--- src/hdl/mll_pkg.sv ---
// ----------------------------------------------------------------------------
// mll_pkg
// types, character codes and token kind codes shared by the lexer
// ----------------------------------------------------------------------------
package mll_pkg;

  localparam int MAX_TOKEN_LEN_DEF = 256;

  localparam logic [2:0] KIND_TAG    = 3'd0;
  localparam logic [2:0] KIND_NUMBER = 3'd1;
  localparam logic [2:0] KIND_IDENT  = 3'd2;
  localparam logic [2:0] KIND_STRING = 3'd3;
  localparam logic [2:0] KIND_UNREC  = 3'd4;

  localparam logic [7:0] CH_NUL    = 8'h00;
  localparam logic [7:0] CH_TAB    = 8'h09;
  localparam logic [7:0] CH_LF     = 8'h0A;
  localparam logic [7:0] CH_SPACE  = 8'h20;
  localparam logic [7:0] CH_DASH   = 8'h2D;
  localparam logic [7:0] CH_DOT    = 8'h2E;
  localparam logic [7:0] CH_ZERO   = 8'h30;
  localparam logic [7:0] CH_NINE   = 8'h39;
  localparam logic [7:0] CH_LT     = 8'h3C;
  localparam logic [7:0] CH_GT     = 8'h3E;
  localparam logic [7:0] CH_UP_A   = 8'h41;
  localparam logic [7:0] CH_UP_Z   = 8'h5A;
  localparam logic [7:0] CH_LO_A   = 8'h61;
  localparam logic [7:0] CH_LO_Z   = 8'h7A;
  localparam logic [7:0] CH_LBRACE = 8'h7B;
  localparam logic [7:0] CH_BAR    = 8'h7C;
  localparam logic [7:0] CH_RBRACE = 8'h7D;

  localparam logic [8*8-1:0] OPEN_TXT  = "indicium";
  localparam logic [8*9-1:0] CLOSE_TXT = "/indicium";
  localparam logic [3:0] OPEN_LEN  = 4'd8;
  localparam logic [3:0] CLOSE_LEN = 4'd9;

  typedef struct packed {
    logic [7:0] text_byte;
    logic       end_of_text;
  } lex_in_t;

  typedef struct packed {
    logic [2:0]  token_kind;
    logic [7:0]  token_char;
    logic        empty_token;
    logic        token_end;
    logic [15:0] token_line;
    logic        truncated;
    logic        run_last;
  } lex_out_t;

  typedef struct packed {
    logic [2:0] kind;
    logic [7:0] ch;
    logic       empty;
    logic       fin;
    logic       trunc;
  } slot_t;

  function automatic logic [7:0] brace_char(input logic close, input logic [3:0] j);
    logic [7:0] c;
    c = CH_NUL;
    if (close) begin
      if (j < CLOSE_LEN) c = CLOSE_TXT[8*(8 - int'(j)) +: 8];
    end else begin
      if (j < OPEN_LEN) c = OPEN_TXT[8*(7 - int'(j)) +: 8];
    end
    return c;
  endfunction

  function automatic logic is_num_char(input logic [7:0] b);
    return (b >= CH_ZERO && b <= CH_NINE) || b == CH_DOT || b == CH_DASH;
  endfunction

  function automatic logic is_letter_char(input logic [7:0] b);
    return (b >= CH_LO_A && b <= CH_LO_Z) || (b >= CH_UP_A && b <= CH_UP_Z);
  endfunction

endpackage

--- src/hdl/markup_language_lexer_unit.sv ---
// ----------------------------------------------------------------------------
// markup_language_lexer_unit
// streaming lexer: one text byte in, one token character out per result
// ----------------------------------------------------------------------------
// A text byte is taken in every cycle while each byte gives at most one
// result and out_stall is low. The lexer state is updated as a byte is
// accepted and the results it causes are kept in a plan register, which a
// single output register drains at one result per cycle while out_stall
// is low; a byte giving several results therefore holds in_stall high until
// its last result is loaded (an opening brace gives 8, a closing brace 9,
// and a token end before a brace adds one, up to 10). A byte giving no
// result (whitespace, a kept but held character) does not stall the input.
module markup_language_lexer_unit
  import mll_pkg::*;
#(
  parameter int MAX_TOKEN_LEN = MAX_TOKEN_LEN_DEF
) (
  input  logic     clk,
  input  logic     rst_n,
  input  logic     in_valid,
  output logic     in_stall,
  input  lex_in_t  in_data,
  output logic     out_valid,
  input  logic     out_stall,
  output lex_out_t out_data
);

  localparam int LEN_W = $clog2(MAX_TOKEN_LEN + 1);

  typedef enum logic [2:0] {
    M_IDLE, M_TAG, M_NUM, M_IDENT, M_STR_SKIP, M_STR_FIRST, M_STR_BODY
  } mode_t;

  typedef enum logic [1:0] {TAIL_NONE, TAIL_UNREC, TAIL_OPEN, TAIL_CLOSE} tail_t;

  typedef struct packed {
    mode_t            mode;
    logic [7:0]       hc;
    logic             hv;
    logic             bp;
    logic [LEN_W-1:0] len;
    logic             ov;
  } lst_t;

  typedef struct packed {
    lst_t       st;
    logic [1:0] n;
    slot_t      s0;
    slot_t      s1;
  } acc_t;

  function automatic lst_t clean_state();
    return '{mode: M_IDLE, hc: 8'h00, hv: 1'b0, bp: 1'b0, len: '0, ov: 1'b0};
  endfunction

  function automatic logic [2:0] kind_of(input mode_t m);
    logic [2:0] k;
    unique case (m)
      M_TAG:   k = KIND_TAG;
      M_NUM:   k = KIND_NUMBER;
      M_IDENT: k = KIND_IDENT;
      default: k = KIND_STRING;
    endcase
    return k;
  endfunction

  function automatic acc_t emit(input acc_t a, input slot_t r);
    acc_t o;
    o = a;
    if (a.n == 2'd0) o.s0 = r;
    else o.s1 = r;
    o.n = a.n + 2'd1;
    return o;
  endfunction

  function automatic acc_t app(input acc_t a, input logic [7:0] b);
    acc_t  o;
    slot_t r;
    o = a;
    r = '{kind: kind_of(a.st.mode), ch: a.st.hc, empty: 1'b0, fin: 1'b0, trunc: 1'b0};
    if (a.st.len < LEN_W'(MAX_TOKEN_LEN)) begin
      if (a.st.hv) o = emit(o, r);
      o.st.hc  = b;
      o.st.hv  = 1'b1;
      o.st.len = a.st.len + LEN_W'(1);
    end else begin
      o.st.ov = 1'b1;
    end
    return o;
  endfunction

  function automatic acc_t finish(input acc_t a);
    acc_t  o;
    slot_t r;
    o = a;
    if (a.st.bp) begin
      o.st.bp = 1'b0;
      o = app(o, CH_BAR);
    end
    r.kind  = kind_of(o.st.mode);
    r.ch    = o.st.hv ? o.st.hc : CH_NUL;
    r.empty = !o.st.hv;
    r.fin   = 1'b1;
    r.trunc = o.st.ov;
    o = emit(o, r);
    o.st = clean_state();
    return o;
  endfunction

  lst_t        st_r;
  logic [15:0] line_r;

  logic        plan_valid_r;
  slot_t       s0_r, s1_r;
  logic [1:0]  n_r;
  tail_t       tail_r;
  logic [7:0]  tail_ch_r;
  logic [15:0] plan_line_r;
  logic [3:0]  total_r;
  logic [3:0]  idx_r;

  logic        out_valid_r;
  lex_out_t    out_data_r;

  // next state and result plan for the byte at the input
  acc_t        a;
  tail_t       tail_nxt;
  logic [3:0]  total_nxt;
  logic        line_inc;
  logic        eot;
  logic        go_idle;
  logic [7:0]  b;

  always_comb begin
    b        = in_data.text_byte;
    eot      = in_data.end_of_text || (b == CH_NUL);
    a        = '{st: st_r, n: 2'd0, s0: '0, s1: '0};
    tail_nxt = TAIL_NONE;
    line_inc = 1'b0;
    go_idle  = 1'b0;
    if (eot) begin
      if (st_r.mode != M_IDLE) a = finish(a);
      a.st = clean_state();
    end else begin
      unique case (st_r.mode)
        M_TAG: begin
          if (b == CH_GT) a = finish(a);
          else a = app(a, b);
        end
        M_NUM: begin
          if (is_num_char(b)) a = app(a, b);
          else begin
            a = finish(a);
            go_idle = 1'b1;
          end
        end
        M_IDENT: begin
          if (is_letter_char(b)) a = app(a, b);
          else begin
            a = finish(a);
            go_idle = 1'b1;
          end
        end
        M_STR_SKIP: a.st.mode = M_STR_FIRST;
        M_STR_FIRST: begin
          a = app(a, b);
          a.st.mode = M_STR_BODY;
        end
        M_STR_BODY: begin
          if (st_r.bp) begin
            a.st.bp = 1'b0;
            if (b == CH_BAR) a = finish(a);
            else begin
              a = app(a, CH_BAR);
              a = app(a, b);
            end
          end else if (b == CH_BAR) begin
            a.st.bp = 1'b1;
          end else begin
            a = app(a, b);
          end
        end
        default: begin
          a.st = clean_state();
          go_idle = 1'b1;
        end
      endcase
    end
    if (go_idle) begin
      priority if (b == CH_LT) begin
        a.st.mode = M_TAG;
      end else if (is_num_char(b)) begin
        a.st.mode = M_NUM;
        a.st.hc   = b;
        a.st.hv   = 1'b1;
        a.st.len  = LEN_W'(1);
      end else if (is_letter_char(b)) begin
        a.st.mode = M_IDENT;
        a.st.hc   = b;
        a.st.hv   = 1'b1;
        a.st.len  = LEN_W'(1);
      end else if (b == CH_BAR) begin
        a.st.mode = M_STR_SKIP;
      end else if (b == CH_LBRACE) begin
        tail_nxt = TAIL_OPEN;
      end else if (b == CH_RBRACE) begin
        tail_nxt = TAIL_CLOSE;
      end else if (b == CH_SPACE || b == CH_TAB || b == CH_LF) begin
        line_inc = (b == CH_LF) && (line_r != 16'hFFFF);
      end else begin
        tail_nxt = TAIL_UNREC;
      end
    end
    unique case (tail_nxt)
      TAIL_UNREC: total_nxt = {2'b00, a.n} + 4'd1;
      TAIL_OPEN:  total_nxt = {2'b00, a.n} + OPEN_LEN;
      TAIL_CLOSE: total_nxt = {2'b00, a.n} + CLOSE_LEN;
      default:    total_nxt = {2'b00, a.n};
    endcase
  end

  // result at the current plan position
  slot_t      cur;
  logic [3:0] j;
  logic       out_load;
  logic       plan_done;
  logic       in_acc;

  always_comb begin
    j = idx_r - {2'b00, n_r};
    if (idx_r < {2'b00, n_r}) begin
      cur = idx_r[0] ? s1_r : s0_r;
    end else begin
      unique case (tail_r)
        TAIL_UNREC: cur = '{kind: KIND_UNREC, ch: tail_ch_r, empty: 1'b0, fin: 1'b1,
                            trunc: 1'b0};
        TAIL_OPEN:  cur = '{kind: KIND_TAG, ch: brace_char(1'b0, j), empty: 1'b0,
                            fin: (j == OPEN_LEN - 4'd1), trunc: 1'b0};
        TAIL_CLOSE: cur = '{kind: KIND_TAG, ch: brace_char(1'b1, j), empty: 1'b0,
                            fin: (j == CLOSE_LEN - 4'd1), trunc: 1'b0};
        default:    cur = '0;
      endcase
    end
  end

  assign out_load  = plan_valid_r && (!out_valid_r || !out_stall);
  assign plan_done = out_load && (idx_r == total_r - 4'd1);
  assign in_stall  = plan_valid_r && !plan_done;
  assign in_acc    = in_valid && !in_stall;

  always_ff @(posedge clk) begin
    if (!rst_n) begin
      st_r         <= clean_state();
      line_r       <= 16'd1;
      plan_valid_r <= 1'b0;
      idx_r        <= 4'd0;
      out_valid_r  <= 1'b0;
    end else begin
      if (in_acc) begin
        st_r         <= a.st;
        line_r       <= eot ? 16'd1 : (line_inc ? line_r + 16'd1 : line_r);
        plan_valid_r <= (total_nxt != 4'd0);
        idx_r        <= 4'd0;
      end else if (plan_done) begin
        plan_valid_r <= 1'b0;
      end else if (out_load) begin
        idx_r <= idx_r + 4'd1;
      end
      if (out_load) out_valid_r <= 1'b1;
      else if (!out_stall) out_valid_r <= 1'b0;
    end
  end

  // plan and result payload
  always_ff @(posedge clk) begin
    if (in_acc) begin
      s0_r        <= a.s0;
      s1_r        <= a.s1;
      n_r         <= a.n;
      tail_r      <= tail_nxt;
      tail_ch_r   <= b;
      plan_line_r <= line_r;
      total_r     <= total_nxt;
    end
    if (out_load) begin
      out_data_r <= '{token_kind: cur.kind, token_char: cur.ch, empty_token: cur.empty,
                      token_end: cur.fin, token_line: plan_line_r, truncated: cur.trunc,
                      run_last: (idx_r == total_r - 4'd1)};
    end
  end

  assign out_valid = out_valid_r;
  assign out_data  = out_data_r;

`ifndef ASSERT_OFF
  a_idx_in_plan: assert property (@(posedge clk) disable iff (!rst_n)
    plan_valid_r |-> (idx_r < total_r))
    else $error("plan index past its last result");

  a_plan_kept: assert property (@(posedge clk) disable iff (!rst_n)
    (in_acc && plan_valid_r) |-> plan_done)
    else $error("new beat taken over an unfinished plan");

  a_line_nonzero: assert property (@(posedge clk) disable iff (!rst_n)
    line_r != 16'd0)
    else $error("line counter reached zero");

  a_held_len: assert property (@(posedge clk) disable iff (!rst_n)
    st_r.hv |-> (st_r.len != '0))
    else $error("held character with zero token length");

  a_last_frees: assert property (@(posedge clk) disable iff (!rst_n)
    (out_load && (idx_r == total_r - 4'd1) && !in_acc) |=> !plan_valid_r)
    else $error("plan still busy after its last result");
`endif

endmodule

--- config.mk ---
export PLATFORM = sky130hd
export DESIGN_NAME = markup_language_lexer_unit
export DESIGN_NICKNAME = d
export VERILOG_FILES = /design/src/hdl/mll_pkg.sv /design/src/hdl/markup_language_lexer_unit.sv
export SDC_FILE = /design/constraint.sdc
export NUM_CORES = 1
export LEC_CHECK = 0
export ABC_CLOCK_PERIOD_IN_PS = 5750
export BUFFER_PORTS_ARGS = -buffer_cell sky130_fd_sc_hd__buf_4
export CORE_ASPECT_RATIO = 0.5
export CORE_MARGIN = 1
export CORE_UTILIZATION = 62
export DETAILED_ROUTE_END_ITERATION = 10
export PLACE_DENSITY = 0.81
export RECOVER_POWER = 50
export SYNTH_ARGS = -nofsm -noshare
export SYNTH_HDL_FRONTEND = slang
export SYNTH_SLANG_ARGS = --single-unit
--- constraint.sdc ---
create_clock -name clk -period 5.75 [get_ports clk]
set_input_delay 0.8625 -clock clk [delete_from_list [all_inputs] [get_ports clk]]
set_output_delay 0.8625 -clock clk [all_outputs]
set_load 0.02 [all_outputs]
=== Word level (Yosys, flattened, before mapping) ===
Cells that the tools add are included.

* Add/subtract/negate cells: 16
* $mul: 0
* Divide/modulo/power cells: 0
* Magnitude comparators: 11
* Eq/ne operators: 53
* Shift operators: 2
* Muxes and demuxes: 140
* Bitwise logic cells: 2
* Reduce and logical (&&, ||, !) cells: 40

{| class="wikitable"
|+ Operators with widths
! operator !! count
|-
| 53-bit 2-to-1 mux || 17
|-
| 30-bit 2-to-1 mux || 16
|-
| 29-bit 2-to-1 mux || 9
|-
| 50-bit 2-to-1 mux || 4
|-
| 19-bit 2-to-1 mux || 10
|-
| 14-bit 2-to-1 mux || 12
|-
| 30-bit one-hot mux with 5 select lines || 1
|-
| 20-bit one-hot mux with 6 select lines || 1
|-
| 22-bit 2-to-1 mux || 4
|-
| 72-bit by 8-bit indexed part select with 8-bit output (first input constant) || 1
|-
| 64-bit by 8-bit indexed part select with 8-bit output (first input constant) || 1
|-
| 9-bit 2-to-1 mux || 7
|-
| 8-bit 2-to-1 mux || 7
|-
| 14-bit one-hot mux with 3 select lines || 1
|-
| 8-bit by 6-bit == test with 1-bit output (second input constant) || 5
|-
| 40-bit 2-to-1 mux || 1
|-
| 3-bit by 2-bit == test with 1-bit output (second input constant) || 12
|-
| 2-bit one-hot mux with 3 select lines || 6
|-
| 16-bit 2-to-1 mux || 2
|-
| 1-bit 2-to-1 mux || 27
|-
| 8-bit by 7-bit == test with 1-bit output (second input constant) || 3
|-
| 12-bit 2-to-1 mux || 2
|-
| 4-bit inequality test (second input constant) || 5
|-
| 9-bit by 1-bit adder with 9-bit output (second input constant) || 2
|-
| 47 further kinds || 108
|}

* Register bits: 136
* Latch bits: 0
* RAM bits: 0
* Memory bits (read-only): 0
* Bits of input ports: 13
* Output and inout bits: 33
* Word-level logic and storage cells: 296
* Memories kept: 0

=== Longest topological paths before layout ===
Gate-level depths: netlist (run 1).

* Depth in word-level cells: 21
* Mapped depth: 15
* Depth with buffers taken out: 12

=== Worst setup path before layout (run 1) ===
Ideal clock, no wire load.

* Path kind: input -> register
* Start point: input port out_stall
* End point: register line_r[10]
* Setup time: 0.128 ns
* Arrival time: 4.200 ns
* Data required time: 5.622 ns
* Slack: 1.423 ns
* Stages on the path: 8
* Path buffers: 1
* Cells stage by stage: and2_1 > o41a_1 > nand2b_1 > clkinv_1 > clkbuf_1 > nand4_1 > xnor2_1 > nor2_1

* Cells in the longest elaborated chain, start to end: 9

{| class="wikitable"
|+ Ends and longest elaborated chain
! what !! RTL line !! source
|-
| start, declared || markup_language_lexer_unit.sv:24 || <nowiki>input logic out_stall,</nowiki>
|-
| 1-bit logical NOT || -- ||
|-
| 1-bit logical OR || markup_language_lexer_unit.sv:246 || <nowiki>assign out_load = plan_valid_r && (!out_valid_r || !out_stall);</nowiki>
|-
| 1-bit logical AND || markup_language_lexer_unit.sv:246 ||
|-
| 1-bit logical AND || markup_language_lexer_unit.sv:247 || <nowiki>assign plan_done = out_load && (idx_r == total_r - 4'd1);</nowiki>
|-
| 1-bit logical NOT || markup_language_lexer_unit.sv:248 || <nowiki>assign in_stall = plan_valid_r && !plan_done;</nowiki>
|-
| 1-bit logical AND || markup_language_lexer_unit.sv:248 ||
|-
| named net in_stall || markup_language_lexer_unit.sv:21 || <nowiki>output logic in_stall,</nowiki>
|-
| 1-bit logical NOT || markup_language_lexer_unit.sv:249 || <nowiki>assign in_acc = in_valid && !in_stall;</nowiki>
|-
| 1-bit logical AND || markup_language_lexer_unit.sv:249 ||
|-
| named net in_acc || markup_language_lexer_unit.sv:227 || <nowiki>logic in_acc;</nowiki>
|-
| 2-bit AND reduction (no source line) || -- ||
|-
| end signal, assigned || markup_language_lexer_unit.sv:261 || <nowiki>line_r <= eot ? 16'd1 : (line_inc ? line_r + 16'd1 : line_r);</nowiki>
|-
| end, declared || markup_language_lexer_unit.sv:111 || <nowiki>logic [15:0] line_r;</nowiki>
|}

The timed path passes the listed nets, and every way through them passes these cells.
A chain may end at the register's enable or synchronous reset.

==> metrics.txt, run 1 <==
outcome=complete, but fails checks; failing checks=max-capacitance violations, max-slew violations; Mapped Nets=901; root buf cell=clkbuf_16; Post-Route WL=23410 um; number of synthesized flops with an enable pin=89; Rows=29; vias=7357; Req. time, crit path=6070 ps; post-DP HPWL=15730 um; Routed WL per cell=22.00 um; CTS clk-pin slew, worst paths=70 ps; CTS Hold Buffers Added=0; Post-synth ARST share=0%; Peak VDD IR=262.4 uV; IO Pins=46; most common cell after layout, fill and taps aside=edfxtp_1; post-route non-filler standard cell count=1064; post-synthesis sequential area ratio=44.06%; antenna cells=0; Die Y=82.88 um; clk sinks=134; crit path capture type=flop; synth unique cells=81; hold slack=415.3 ps; Synth top area share=32.95%; Hold Path Class=reg2reg; # fillers=980; unrepaired setup endpoints after global routing=false; Avg Cell Area, Syn=9.279 um^2; DRC=0; Max Fclk=0.2315 GHz; vias in the first global route=6712; dominant synthesized flop cell=edfxtp_1; Pleak=0.003035 uW; Mapped Area=8110 um^2; fin crit share=75.13%; Max Slew Vio Count=47; Total GRT Usage=35.09%; Initial Util=63.86%; Routed Antenna Nets=0; Die Wd=163.7 um; CTS Buffer Depth=2; most frequent cells in the layout=edfxtp_1 (89), nor2_1 (76), nand2_1 (66); warnings from Yosys=0; area leader, netlist=edfxtp_1; worst-skew pair later-pin latency=430 ps; CP Data Arrival Time=4640 ps; area grow syn2layout=9.796%; H-tree levels=4; Tmin final=4320 ps; CP Class=in2reg; Worst-Margin Slew=1966 ps; DP Cell Count=1032; Synth area leaders=edfxtp_1 (33%), dfxtp_1 (11%), nor2_1 (3.5%), o21ai_0 (3.2%), nand2_1 (3.1%); routability cong.=0.9879; die area=13570 um^2; Max FO, Critical Path=15; first-pass GRT wire length=36380 um; Final Hold Viols=0; final setup fails=0; CTS Buf Count=17; startpoint types=primary input; Synth Instances=874; Tot Pwr=2734 uW; share of layout cells above drive strength 1=7.942%; DRT Pass-1 Iters=6; # resized after CTS=0; IO Port Bufs=45; final net count=908; Max Cap Viol=2; initial antenna violation count=0; largest net degree at the start of global routing=83; initial DRC count=1086; Fin Setup TNS=0 ps; TritonCTS clock tree=built; register bit total from synthesis=134; setup repair bufs after CTS=0; GR Overflow Total=0; Max-slew headroom=-32.46%; PwrDens=307.0 nW/um^2; skew final=9.480 ps; Core Region=12700 um^2; Via density=6.914
[registers in the layout, summed over array words and instances, names as in the netlist, 8 cells and up]
name	count
s1_r	13
s0_r	13
st_r	23
out_data	31
tail_ch_r	8
line_r	16
plan_line_r	16
[area by class of cell]
type | count | area [um^2] | share of cell area [%]
clock buffer | 17 | 425.4 | 4.777
clock inverter | 15 | 178.9 | 2.009
inverter | 28 | 105.1 | 1.180
multi-input combinational | 644 | 4154 | 46.65
sequential | 134 | 3573 | 40.13
tap | 170 | 212.7 | 2.389
timing repair buffer | 56 | 255.2 | 2.866
[cell usage after synthesis, types with 10 or more instances]
cell / number
a21oi_1: 41
a22oi_1: 15
and2_1: 12
and3_1: 15
clkbuf_1: 55
dfxtp_1: 45
edfxtp_1: 89
ha_1: 13
inv_1: 26
mux2i_1: 19
nand2_1: 66
nand3_1: 31
nand4_1: 21
nor2_1: 76
nor2b_1: 17
nor3_1: 14
o211ai_1: 10
o21ai_0: 52
o22ai_1: 24
or3_1: 11
xnor2_1: 20
xor2_1: 20
[final timing paths]
path                            depth (start not counted)           start      endpoint  slack, ps
worst max-delay path                                   11      in_data[5]  plan_valid_r       1430
worst min-delay path                                    0  plan_line_r[5]   out_data[7]        420
worst max register to register                         12      total_r[0]     line_r[8]       1730
worst min register to register                          0  plan_line_r[5]   out_data[7]        420
[cell families after synthesis]
kind of cell,synth area share [%]
muxes,2.900
DFF,44.06
buffers and inverters,4.705
xor gates and xnor gates,4.320
adders and majority gates,2.252
AOI/OAI and AO/OA,20.66
and+or+nand+nor,21.10
[through the flow]
step | utilization [%] | setup WS, ps | area [um^2]
finish | 70.12 | 1430 | 8905
global route | 70.12 | 1168 | 8905
CTS | 71.45 | 1917 | 9074
detailed placement | 66.69 | 1482 | 8469
global placement | 66.69 | 1536 | 8469
floorplan | - | 1423 | 8110
[worst max-delay path, cell delays in order]
cell and delay (ps):
clkbuf_1 520, nor4bb_1 1100, nand2_1 190, and2_1 280
o211ai_1 280, a311oi_1 100, o21ai_0 380, ha_1 350
a2111oi_4 190, o31ai_1 110, a32o_1 270
[where the power goes]
| part | switching [uW] | internal (uW) | total, uW |
|---|---|---|---|
| clock | 485 | 621 | 1110 |
| combinational | 326 | 146 | 472 |
| sequential | 44.1 | 1110 | 1160 |
[layer usage]
metal,track usage (%),vias up,share of wire (%)
met5,0,-,0
met4,12.54,0,3.3
met3,7.093,84,10
met2,54.78,463,45
met1,48.45,3484,42
li1,-,3326,-
Note: power is estimated with default switching activity, not from simulation.
==> run 2: changes to the inputs <==
--- a/config.mk
+++ b/config.mk
@@ -5,7 +5,7 @@
 export SDC_FILE = /design/constraint.sdc
 export NUM_CORES = 1
 export LEC_CHECK = 0
-export ABC_CLOCK_PERIOD_IN_PS = 5750
+export ABC_CLOCK_PERIOD_IN_PS = 4170
 export BUFFER_PORTS_ARGS = -buffer_cell sky130_fd_sc_hd__buf_4
 export CORE_ASPECT_RATIO = 0.5
 export CORE_MARGIN = 1
==> constraint.sdc (replaced) <==
create_clock -name clk -period 4.17 [get_ports clk]
set_input_delay 0.6255 -clock clk [delete_from_list [all_inputs] [get_ports clk]]
set_output_delay 0.6255 -clock clk [all_outputs]
set_load 0.02 [all_outputs]
==> metrics.txt, run 2 (synthesis gave the netlist of run 1 again) <==
CP max stage cell=clkbuf_1; r2r setup slk=320 ps; Via density=6.863; Sw Share=31.97%; area grow syn2layout=11.54%; Final Hold Viols=0; routability cong.=1.017; vias=7453; Top delay family on crit path=buffers and inverters; Flop pwr share=42.2%; Max Fclk=0.2597 GHz; outcome=complete, but fails checks; CP Data Arrival Time=4160 ps; clock power share=39.5%; IO Pins=46; final setup fails=0; Peak VDD IR=297.5 uV; switching pwr=1196 uW; share of layout cells above drive strength 1=10.26%; CTS Buffer Depth=2; Cell Chain, Critical Path=inv_1 -> ha_1 -> xnor2_1 -> xnor2_1 -> o41a_1 -> nand2b_1 -> clkbuf_1 -> inv_2 -> buf_4 -> nand3_1 -> xor2_1 -> nor2_1; H-tree levels=4; setup repair bufs after CTS=0; Gate power share=18.3%; Die Y=82.88 um; most frequent cells in the layout=edfxtp_1 (89), nor2_1 (76), nand2_1 (66); CTS Buf Count=17; unrepaired setup endpoints after global routing=false; failing checks=max-capacitance violations, max-slew violations; Internal=2545 uW; IO Port Bufs=45; CP Class=reg2reg; max FFs per register=31; WP buf/inv=4; Initial Util=63.86%; startpoint types=flop; worst-skew pair later-pin latency=430 ps; fin crit share=92.34%; initial antenna violation count=0; vias in the first global route=6984; CTS Hold Buffers Added=0; initial DRC count=967; root buf cell=clkbuf_16; most common cell after layout, fill and taps aside=edfxtp_1; first-pass GRT wire length=38010 um; Routed WL per cell=22.40 um; # fillers=995; die area=13570 um^2; Max FO, Critical Path=23; hold slack=415.7 ps; Total GRT Usage=36.61%; antenna cells=0; Max Cap Viol=1; DRT Pass-1 Iters=6; Max-slew headroom=-15.54%; PwrDens=413.5 nW/um^2; Routed Antenna Nets=0; Die Wd=163.7 um; final net count=930; Worst-Margin Slew=1733 ps; crit path capture type=flop; crit-path most repeated cell=xnor2_1; Max Slew Vio Count=32; GR Overflow Total=0; Hold Path Class=reg2reg; Pleak=0.003144 uW; peak per-stage delay on the critical path=950 ps; largest net degree at the start of global routing=38; clk sinks=134; Fin Setup TNS=0 ps; DRC=0; post-DP HPWL=17130 um; Post-Route WL=24330 um; TritonCTS clock tree=built; Req. time, crit path=4480 ps; skew final=17.32 ps; Rows=29; # resized after CTS=0; Tmin final=3851 ps; Core Region=12700 um^2; CTS clk-pin slew, worst paths=70 ps
==> run 2: routing by layer <==
metal  vias to the layer above  global-route usage [%]  part of all wire (%)
li1                       3368                       -                     -
met1                      3488                   48.05                    40
met2                       495                   56.82                    45
met3                       102                   9.640                    11
met4                         0                   16.41                   4.1
met5                         -                       0                     0
==> run 2: worst paths after layout <==
| path | startpoint | to | cells past startpoint |
|---|---|---|---|
| setup / recovery | total_r[0] | line_r[5] | 12 |
| hold / removal | plan_line_r[10] | out_data[12] | 0 |
| setup reg to reg | total_r[0] | line_r[5] | 12 |
| hold reg to reg | plan_line_r[10] | out_data[12] | 0 |
==> run 2: through the flow <==
stage               std cells  power, uW  utilization (%)  area [um^2]  worst slack (ps)
floorplan                 874       2072                -         8110             36.58
global placement         1054       2283            67.99         8635             782.3
detailed placement       1054       2295            67.99         8635             702.7
CTS                      1086       3755            72.53         9211             707.9
global route             1086       3856            71.23         9046             204.3
finish                   1086       3741            71.23         9046             319.3
==> run 2: layout make-up <==
| class | count | area, um^2 | share of cell area, % |
|---|---|---|---|
| Timing Repair Buffer | 78 | 427.9 | 4.730 |
| Clock buffer | 17 | 425.4 | 4.703 |
| Multi-Input combinational cell | 644 | 4150 | 45.88 |
| Sequential cell | 134 | 3573 | 39.50 |
| Tap cell | 170 | 212.7 | 2.351 |
| Clock inverter | 15 | 151.4 | 1.674 |
| Inverter | 28 | 105.1 | 1.162 |
==> run 2: power by group through the flow <==
| stage | Clock (uW) | Sequential, uW | Combinational (uW) |
|---|---|---|---|
| after detailed placement | 0 | 1600 | 691 |
| after floorplan | 0 | 1630 | 443 |
| final | 1480 | 1580 | 686 |
| after global placement | 0 | 1600 | 683 |
| after global routing | 1540 | 1590 | 733 |
| after CTS | 1480 | 1580 | 698 |
